<file path="src/interrupt_status_routing_and_readback_defines.svh">
// ----------------------------------------------------------------------------
// Interrupt status routing and readback: assertion macros
// Shared assertion helpers, compiled out when SYNTHESIS is defined.
// ----------------------------------------------------------------------------
`ifndef INTERRUPT_STATUS_ROUTING_AND_READBACK_DEFINES_SVH
`define INTERRUPT_STATUS_ROUTING_AND_READBACK_DEFINES_SVH

`ifndef SYNTHESIS
`define ISR_ASSERT(name, prop, msg) \
	name: assert property (@(posedge clk) disable iff (!arst_n) prop) else $error(msg);
`define ISR_ASSERT_ALWAYS(name, prop, msg) \
	name: assert property (@(posedge clk) prop) else $error(msg);
`else
`define ISR_ASSERT(name, prop, msg)
`define ISR_ASSERT_ALWAYS(name, prop, msg)
`endif

`endif

</file>
<file path="src/isr_pkg.sv">
// ----------------------------------------------------------------------------
// Interrupt status routing and readback: package
// Sizes, operation codes, register offsets and the source bit table.
// ----------------------------------------------------------------------------
package isr_pkg;

	localparam int RF_DEPTH = 256;
	localparam int RF_AW    = 8;
	localparam int DW       = 8;
	localparam int CLR_W    = RF_AW + 1;

	localparam logic [1:0] FUNC_READ  = 2'd0;
	localparam logic [1:0] FUNC_WRITE = 2'd1;
	localparam logic [1:0] FUNC_EVENT = 2'd2;

	localparam logic [RF_AW-1:0] OFS_IRQ_EN  = 8'h92;
	localparam logic [RF_AW-1:0] OFS_FIRQ_EN = 8'h93;
	localparam logic [RF_AW-1:0] OFS_CONST_A = 8'h94;
	localparam logic [RF_AW-1:0] OFS_CONST_B = 8'h95;
	localparam logic [DW-1:0]    CONST_READ  = 8'd126;

	localparam logic CFG_IRQ_ON  = 1'b0;
	localparam logic CFG_FIRQ_ON = 1'b1;

	localparam logic [1:0] SRC_KEYBOARD   = 2'd0;
	localparam logic [1:0] SRC_VERTICAL   = 2'd1;
	localparam logic [1:0] SRC_HORIZONTAL = 2'd2;
	localparam logic [1:0] SRC_TIMER      = 2'd3;

	function automatic logic [DW-1:0] source_bit(input logic [1:0] src);
		logic [DW-1:0] b;
		case (src)
			SRC_KEYBOARD:   b = 8'd2;
			SRC_VERTICAL:   b = 8'd8;
			SRC_HORIZONTAL: b = 8'd16;
			SRC_TIMER:      b = 8'd32;
			default:        b = '0;
		endcase
		return b;
	endfunction

endpackage

</file>
<file path="src/isr_ram.sv">
// ----------------------------------------------------------------------------
// Interrupt status routing and readback: generic RAM
// One write port and one read port, read data registered.
// ----------------------------------------------------------------------------
module isr_ram #(
	parameter int WIDTH = 8,
	parameter int DEPTH = 256
) (
	input  logic                     clk,
	input  logic                     we,
	input  logic [$clog2(DEPTH)-1:0] waddr,
	input  logic [WIDTH-1:0]         wdata,
	input  logic [$clog2(DEPTH)-1:0] raddr,
	output logic [WIDTH-1:0]         rdata
);

	logic [WIDTH-1:0] mem [DEPTH];

	always_ff @(posedge clk) begin
		if (we) begin
			mem[waddr] <= wdata;
		end
		rdata <= mem[raddr];
	end

endmodule

</file>
<file path="src/interrupt_status_routing_and_readback.sv">
// Latency: a result strobes on done in the cycle after its command is taken.
// Throughput: one command per cycle; the register file RAM read is the only stage.
// Reset: busy stays high for 256 cycles while the register file is swept to zero,
// one entry per cycle; configuration writes are taken throughout.
// Results cannot be stalled by the receiver.
// ----------------------------------------------------------------------------
// Interrupt status routing and readback
// Register file in RAM, latched fast and normal pending masks, event routing.
// ----------------------------------------------------------------------------
`include "interrupt_status_routing_and_readback_defines.svh"

module interrupt_status_routing_and_readback import isr_pkg::*; (
	input  logic             clk,
	input  logic             arst_n,
	input  logic             start,
	output logic             busy,
	input  logic [1:0]       func,
	input  logic [RF_AW-1:0] port,
	input  logic [DW-1:0]    write_data,
	input  logic [1:0]       source,
	output logic             done,
	output logic [DW-1:0]    read_data,
	output logic             assert_irq,
	output logic             assert_firq,
	input  logic             cfg_valid,
	output logic             cfg_ready,
	input  logic             cfg_index,
	input  logic             cfg_data
);

	logic [CLR_W-1:0] clr_cnt_q;
	logic             clearing;
	logic             accept;

	logic             ram_we;
	logic [RF_AW-1:0] ram_waddr;
	logic [DW-1:0]    ram_wdata;
	logic [DW-1:0]    ram_rdata;

	logic [DW-1:0]    irq_en_q;
	logic [DW-1:0]    firq_en_q;
	logic [DW-1:0]    irq_mask_q;
	logic [DW-1:0]    firq_mask_q;
	logic             irq_on_q;
	logic             firq_on_q;

	logic [DW-1:0]    src_bit;
	logic             fire_firq;
	logic             fire_irq;
	logic [DW-1:0]    rd_imm;
	logic             use_ram;

	logic             done_s1;
	logic             irq_s1;
	logic             firq_s1;
	logic             use_ram_s1;
	logic [DW-1:0]    rd_imm_s1;

	assign clearing  = ~clr_cnt_q[CLR_W-1];
	assign busy      = clearing;
	assign accept    = start & ~busy;
	assign cfg_ready = 1'b1;

	assign ram_we    = clearing | (accept & (func == FUNC_WRITE));
	assign ram_waddr = clearing ? clr_cnt_q[RF_AW-1:0] : port;
	assign ram_wdata = clearing ? '0 : write_data;

	isr_ram #(
		.WIDTH(DW),
		.DEPTH(RF_DEPTH)
	) u_rf (
		.clk  (clk),
		.we   (ram_we),
		.waddr(ram_waddr),
		.wdata(ram_wdata),
		.raddr(port),
		.rdata(ram_rdata)
	);

	always_comb begin
		src_bit   = source_bit(source);
		fire_firq = (func == FUNC_EVENT) & (|(firq_en_q & src_bit)) & firq_on_q;
		fire_irq  = (func == FUNC_EVENT) & ~fire_firq & (|(irq_en_q & src_bit)) & irq_on_q;
		rd_imm    = '0;
		use_ram   = 1'b0;
		if (func == FUNC_READ) begin
			case (port)
				OFS_IRQ_EN:  rd_imm = irq_mask_q;
				OFS_FIRQ_EN: rd_imm = firq_mask_q;
				OFS_CONST_A: rd_imm = CONST_READ;
				OFS_CONST_B: rd_imm = CONST_READ;
				default:     use_ram = 1'b1;
			endcase
		end
	end

	always_ff @(posedge clk or negedge arst_n) begin
		if (!arst_n) begin
			clr_cnt_q <= '0;
		end else if (clearing) begin
			clr_cnt_q <= clr_cnt_q + 1'b1;
		end
	end

	always_ff @(posedge clk or negedge arst_n) begin
		if (!arst_n) begin
			irq_on_q  <= 1'b0;
			firq_on_q <= 1'b0;
		end else if (cfg_valid && cfg_ready) begin
			case (cfg_index)
				CFG_IRQ_ON:  irq_on_q  <= cfg_data;
				CFG_FIRQ_ON: firq_on_q <= cfg_data;
				default:     ;
			endcase
		end
	end

	// Enable byte copies (events need no RAM read) and the pending masks.
	always_ff @(posedge clk or negedge arst_n) begin
		if (!arst_n) begin
			irq_en_q    <= '0;
			firq_en_q   <= '0;
			irq_mask_q  <= '0;
			firq_mask_q <= '0;
		end else if (accept) begin
			case (func)
				FUNC_READ: begin
					if (port == OFS_IRQ_EN) begin
						irq_mask_q <= '0;
					end
					if (port == OFS_FIRQ_EN) begin
						firq_mask_q <= '0;
					end
				end
				FUNC_WRITE: begin
					if (port == OFS_IRQ_EN) begin
						irq_en_q <= write_data;
					end
					if (port == OFS_FIRQ_EN) begin
						firq_en_q <= write_data;
					end
				end
				FUNC_EVENT: begin
					if (fire_firq) begin
						firq_mask_q <= firq_mask_q | src_bit;
					end
					if (fire_irq) begin
						irq_mask_q <= irq_mask_q | src_bit;
					end
				end
				default: ;
			endcase
		end
	end

	always_ff @(posedge clk or negedge arst_n) begin
		if (!arst_n) begin
			done_s1    <= 1'b0;
			irq_s1     <= 1'b0;
			firq_s1    <= 1'b0;
			use_ram_s1 <= 1'b0;
		end else begin
			done_s1    <= accept;
			irq_s1     <= accept & fire_irq;
			firq_s1    <= accept & fire_firq;
			use_ram_s1 <= accept & use_ram;
		end
	end

	always_ff @(posedge clk) begin
		if (accept) begin
			rd_imm_s1 <= rd_imm;
		end
	end

	assign done        = done_s1;
	assign read_data   = done_s1 ? (use_ram_s1 ? ram_rdata : rd_imm_s1) : '0;
	assign assert_irq  = irq_s1;
	assign assert_firq = firq_s1;

	`ISR_ASSERT(a_one_route, done |-> !(assert_irq && assert_firq), "both routes fired")
	`ISR_ASSERT(a_done_follows_accept, done |-> $past(start && !busy), "done without beat")
	`ISR_ASSERT(a_no_done_while_clearing, busy |-> !done, "result during clear sweep")
	`ISR_ASSERT(a_firq_needs_mode, assert_firq |-> $past(firq_on_q), "fast line while off")
	`ISR_ASSERT_ALWAYS(a_reset_clears, !arst_n |=> !done && busy, "outputs active in reset")

endmodule
</file>
<file path="config.mk">
export PLATFORM = sky130hd
export DESIGN_NAME = interrupt_status_routing_and_readback
export DESIGN_NICKNAME = d
export VERILOG_FILES = /design/src/isr_pkg.sv /design/src/isr_ram.sv /design/src/interrupt_status_routing_and_readback.sv
export VERILOG_INCLUDE_DIRS = /design/src /design/src/src
export SDC_FILE = /design/constraint.sdc
export NUM_CORES = 2
export LEC_CHECK = 0
export CAP_MARGIN = 20
export CELL_PAD_IN_SITES_DETAIL_PLACEMENT = 1
export CELL_PAD_IN_SITES_GLOBAL_PLACEMENT = 2
export CORE_MARGIN = 1.5
export CORE_UTILIZATION = 40
export DETAILED_ROUTE_END_ITERATION = 12
export DONT_BUFFER_PORTS = 1
export HOLD_SLACK_MARGIN = 0.06
export PLACE_DENSITY = 0.71
export SLEW_MARGIN = 20
export SYNTH_ARGS = -nofsm -noshare
export SYNTH_HDL_FRONTEND = slang
export SYNTH_HIERARCHICAL = 1
export SYNTH_SLANG_ARGS = --single-unit
</file>
<file path="constraint.sdc">
create_clock -name clk -period 5.2 [get_ports clk]
set_input_delay 1.04 -clock clk [delete_from_list [all_inputs] [get_ports clk]]
set_output_delay 1.04 -clock clk [all_outputs]
set_load 0.02 [all_outputs]
</file>
Word-level counts from Yosys, hierarchy flattened
Memories as Yosys holds them, arrays and structs flattened. A register that Yosys moved wholly into a read port is not among the register bits.
Index checks and enable logic that the tools add are counted.
{"block": "op_classes", "n_mux": 17, "bitwise_logic": 18, "n_mul": 0, "eq_ne": 13, "magnitude_cmp": 0, "shift": 0, "n_div": 0, "reduce_logical": 13, "add_sub_neg": 1}
{"operator": "$mux 8", "count": 8}
{"operator": "$eq 8x8->1 const B", "count": 4}
{"operator": "$pmux 8 s2", "count": 2}
{"operator": "$pmux 8 s4", "count": 1}
{"operator": "$pmux 8 s3", "count": 1}
{"operator": "$and 8x8->8", "count": 2}
{"operator": "$or 8x8->8", "count": 2}
{"operator": "$reduce_or 8->1", "count": 2}
{"operator": "$and 1x1->1", "count": 10}
{"operator": "$add 9x1->9 const B", "count": 1}
{"operator": "$mux 9", "count": 1}
{"operator": "$reduce_and 4->1", "count": 2}
{"operator": "$eq 2x2->1 const B", "count": 3}
{"operator": "$reduce_and 3->1", "count": 2}
{"operator": "$eq 2x1->1 const B", "count": 2}
{"operator": "$logic_not 2->1", "count": 2}
{"operator": "$mux 1", "count": 4}
{"operator": "$ne 2x1->1 const B", "count": 2}
{"operator": "$ne 2x2->1 const B", "count": 2}
{"operator": "$reduce_and 2->1", "count": 2}
{"operator": "$reduce_or 4->1", "count": 1}
{"operator": "$not 1->1", "count": 3}
{"operator": "$reduce_bool 2->1", "count": 1}
{"operator": "$reduce_or 2->1", "count": 1}
{"operator": "$or 1x1->1", "count": 1}
{"block": "word_totals", "output_inout_bits": 13, "n_memories": 1, "ff_bits": 55, "latchBits": 0, "elab_cells": 76, "ram_bits": 2048, "romBits": 0, "in_bits": 26}
{"memory": "u_rf.mem", "depth": 256, "word_bits": 8, "rd": 1, "rd_ports_with_merged_regs": 1, "wr": 1, "line_no": "isr_ram.sv:17", "rtl": "logic [WIDTH-1:0] mem [DEPTH];"}

Logic depth before layout (Yosys ltp)
{"block": "logic_depth", "ltp_word": 12, "ltp_mapped": 11, "depth_no_buf": 6}

By module
Netlist, hierarchy kept.
{"mod": "isr_ram", "n_inst": 1, "cells_each": 3733, "area_per_inst_um2": 79556.3}
{"mod": "interrupt_status_routing_and_readback", "n_inst": 1, "cells_each": 183, "area_per_inst_um2": 2049.5}

Worst setup path before layout
Ideal clock, no wire load.
{"block": "synth_path", "kind": "input port to flip-flop", "from": "in write_data[6]", "to": "mem u_rf.mem[0][6], data pin", "path_slack_ps": 49, "t_arrival_ps": 4284, "n_path_buf": 0, "path_stages": 1, "path_cell_list": "and2_1"}
{"block": "synth_via", "elab_chain_cells": 1}
{"item": "start: declaration", "line_no": "interrupt_status_routing_and_readback.sv:19", "rtl": "input logic [DW-1:0] write_data,"}
{"item": "$mux 8", "line_no": "interrupt_status_routing_and_readback.sv:66", "rtl": "assign ram_wdata = clearing ? '0 : write_data;"}
{"item": "end: declaration", "line_no": "isr_ram.sv:17"}
No other way between the ends.

==> results.py <==
metrics = {
    "layout": {
        "multi_input_area_um2": 17600,
        "final_util": 0.454,
        "final_cell_mix": "edfxtp_1, mux4_2, nor2_1",
        "fill_cells": 18500,
        "seq_area_um2": 62600,
        "layout-drive-gt1-share": 0.233,
        "final_common_cell": "edfxtp_1",
        "area_growth_pct": 12.7,
        "nets": 4078,
    },
    "place": {
        "gp_congestion": 0.806,
        "portBuffers": 0,
        "dp_hpwl_um": 127000,
        "pre_cts_ws_ns": 0.748,
    },
    "cts": {
        "clk_pin_slew_worst_paths_ns": 0.06,
        "cts_setup_buffers": 0,
        "cts_buffers": 210,
        "clock_path_buffers": 3,
        "cts-root-buf": "clkbuf_16",
        "cts_tree": "done",
        "cts_max_level": 4,
        "clock_latency_ns": 0.86,
        "ctsResizeCount": 0,
        "clock-sinks": 2092,
    },
    "global_routing": {
        "grt_pass1_vias": 42100,
        "grtUsageTotal": 0.209,
        "grt-ovfl-total": 0,
        "antenna_found_initial": 8,
        "grt_max_degree": 586,
        "grt_pass1_wl_um": 311000,
    },
    "synth": {
        "syn_inst": 3916,
        "ys_seq_elements": 2092,
        "synth-edff-count": 2053,
        "synthArstFlopShare": 0.0148,
        "avgSynthCellArea_um2": 20.8,
        "synthDistinctLibCells": 75,
        "synthesis.area_um2": 81600,
        "ys.flop_type": "edfxtp_1",
        "yosysSeqAreaShare": 0.767,
        "synth_warnings": 6,
        "syn_nets": 3943,
    },
    "routing": {
        "drt_wl_total_um": 216000,
        "postRouteAntennaNets": 0,
        "dr.pass1.iters": 5,
        "drc": 0,
        "drt_iter0_drc": 4464,
        "wl_per_cell_um": 31.2,
        "vias": 40500,
        "vias_per_cell": 5.86,
    },
    "pwr": {
        "sw_frac_of_total": 0.206,
        "clkPwrFrac": 0.444,
        "worst_ir_drop_vdd_mv": 0.388,
        "p_leak_nw": 23.5,
        "switching_power_mw": 7.04,
        "p_seq_frac": 0.534,
        "pwr-share-comb": 0.022,
        "p_per_area_nw_per_um2": 372,
        "internal_power_mw": 27.1,
    },
    "run": {
        "maxCapViolCount": 0,
    },
    "floorplan": {
        "rows": 165,
        "die_h_um": 455,
        "core_area_um2": 203000,
        "io_pins": 39,
        "initial_core_util": 0.403,
        "die_area_um2": 207000,
        "die_x_um": 455,
    },
    "hold_path": {
        "hold_class": "in -> reg",
    },
    "sta": {
        "period_share": 0.885,
        "setup_tns_ns": 0,
        "finalSetupViolations": 0,
        "setup_ws_ns": 0.600,
        "slew_violations": 0,
        "finClkSkew_ns": 0.0317,
        "worst_pin_slew_ns": 1.37,
        "rsz0062_at_grt": "false",
        "relSlewSlack": 0.0859,
        "hold_viol": 0,
        "period_needed_ns": 4.60,
        "fmax_mhz": 217,
    },
    "worst_setup_path": {
        "crit_fanout": 124,
        "endpoint_kind": "register",
        "cp.arrival_ns": 5.29,
        "required_ns": 5.89,
        "critPathLaunchType": "primary input",
        "setup.worst_path.class": "in -> reg",
    },
    "run_status": {
        "status": "finished clean",
    },
}
-- power groups by stage --
| stage | clock [mW] | combinational [mW] | sequential (mW) |
|---|---|---|---|
| global route | 16.0 | 0.802 | 18.2 |
| floorplan | 0 | 0.613 | 18.6 |
| detailed placement | 0 | 0.621 | 18.6 |
| CTS | 15.4 | 0.631 | 18.3 |
| global placement | 0 | 0.618 | 18.6 |
| finish | 15.2 | 0.769 | 18.3 |
-- layer usage --
metal	wire length [um]	track usage
met5	19	0
met1	92100	0.296
met2	104000	0.336
met3	14500	0.0355
met4	5110	0.0558
-- cells in the mapped netlist (5+ instances only) --
cell type     n  area, um2
a211oi_1     16        120
a21oi_1      97        485
a221oi_1     13        114
a22o_1        8       70.1
a22oi_1     138       1040
and2_1       17        106
buf_1        22       82.6
buf_12        8        160
buf_2        33        165
buf_4        28        210
buf_6        22        248
buf_8        13        195
clkbuf_1    118        443
dfrtp_1      31        776
dfxtp_1       8        160
edfxtp_1   2053      61600
inv_1         5       18.8
mux2_2       21        236
mux2i_1     144       1440
mux4_2      454      10200
nand2_1      43        161
nand2b_1     11       68.8
nand3_1      37        185
nand4_1      13       81.3
nor2_1      291       1090
nor2b_1      36        225
nor3_1       24        120
nor4_1       28        175
o211ai_1     10       75.1
o21ai_0      11       55.1
o221ai_1     46        403
o22a_1        5       43.8
o22ai_1      28        175
xnor2_1       5       43.8
-- metrics by stage --
stage	power (mW)	std cells	hold slack [ns]	cell area (um2)
floorplan	19.2	3916	0.455	81600
global placement	19.2	6499	0.480	84800
detailed placement	19.2	6500	0.495	84800
CTS	34.3	6898	0.261	91700
global route	35.0	6908	0.298	92000
finish	34.2	6908	0.337	92000
-- sequential cells by signal, summed over array words and instances (netlist names), 4 cells and up --
| signal | flops |
|---|---|
| u_rf/mem | 2048 |
| irq_en_q | 4 |
| rd_imm_s1 | 5 |
| firq_en_q | 4 |
| irq_mask_q | 4 |
| clr_cnt_q | 9 |
| u_rf/rdata | 8 |
| firq_mask_q | 4 |
-- cell type report --
class / instances / share of cell area
antenna: 1 / 0.0000272
clock buffer: 254 / 0.0593
clock inverter: 142 / 0.0158
inverter: 6 / 0.000245
multi-input combinational: 1574 / 0.191
sequential: 2092 / 0.680
tap: 2672 / 0.0363
timing repair buffer: 167 / 0.0167
-- path summary, 6_finish.rpt --
check,start,to,slack (ns),depth (start not counted)
setup / recovery,port[0],u_rf/rdata[5],0.60,8
hold / removal,cfg_valid,irq_on_q,0.34,1
setup reg to reg,clr_cnt_q[8],u_rf/mem[7][3],0.68,5
hold reg to reg,irq_mask_q[4],irq_mask_q[4],0.50,1
max in group asynchronous,arst_n,clr_cnt_q[0],4.35,2
min in group asynchronous,arst_n,assert_firq,0.65,2
-- repair_timing --
item	in CTS	in global routing
hold buffers	2	0
endpoints found under the hold margin	31	0
setup endpoints to repair	0	0
-- critical path: stages --
cell	delay [ns]
buf_16	0.59
buf_16	0.70
mux4_2	0.63
a22o_1	0.26
a221oi_1	0.84
o32ai_1	0.42
nor3_1	0.45
nor4_1	0.18
-- logic make-up after synthesis --
logic type / Yosys count / share of synthesized area
XOR/XNOR: 7 / 0.000751
other: 1 / 0.0000460
AND/OR/NAND/NOR: 535 / 0.0312
flip-flops: 2092 / 0.767
AO/OA/AOI/OAI: 409 / 0.0358
buffers and inverters: 250 / 0.0187
multiplexers: 621 / 0.146
adder cells (fa/ha/maj): 1 / 0.000153
Note: power is estimated with default switching activity, not from simulation.
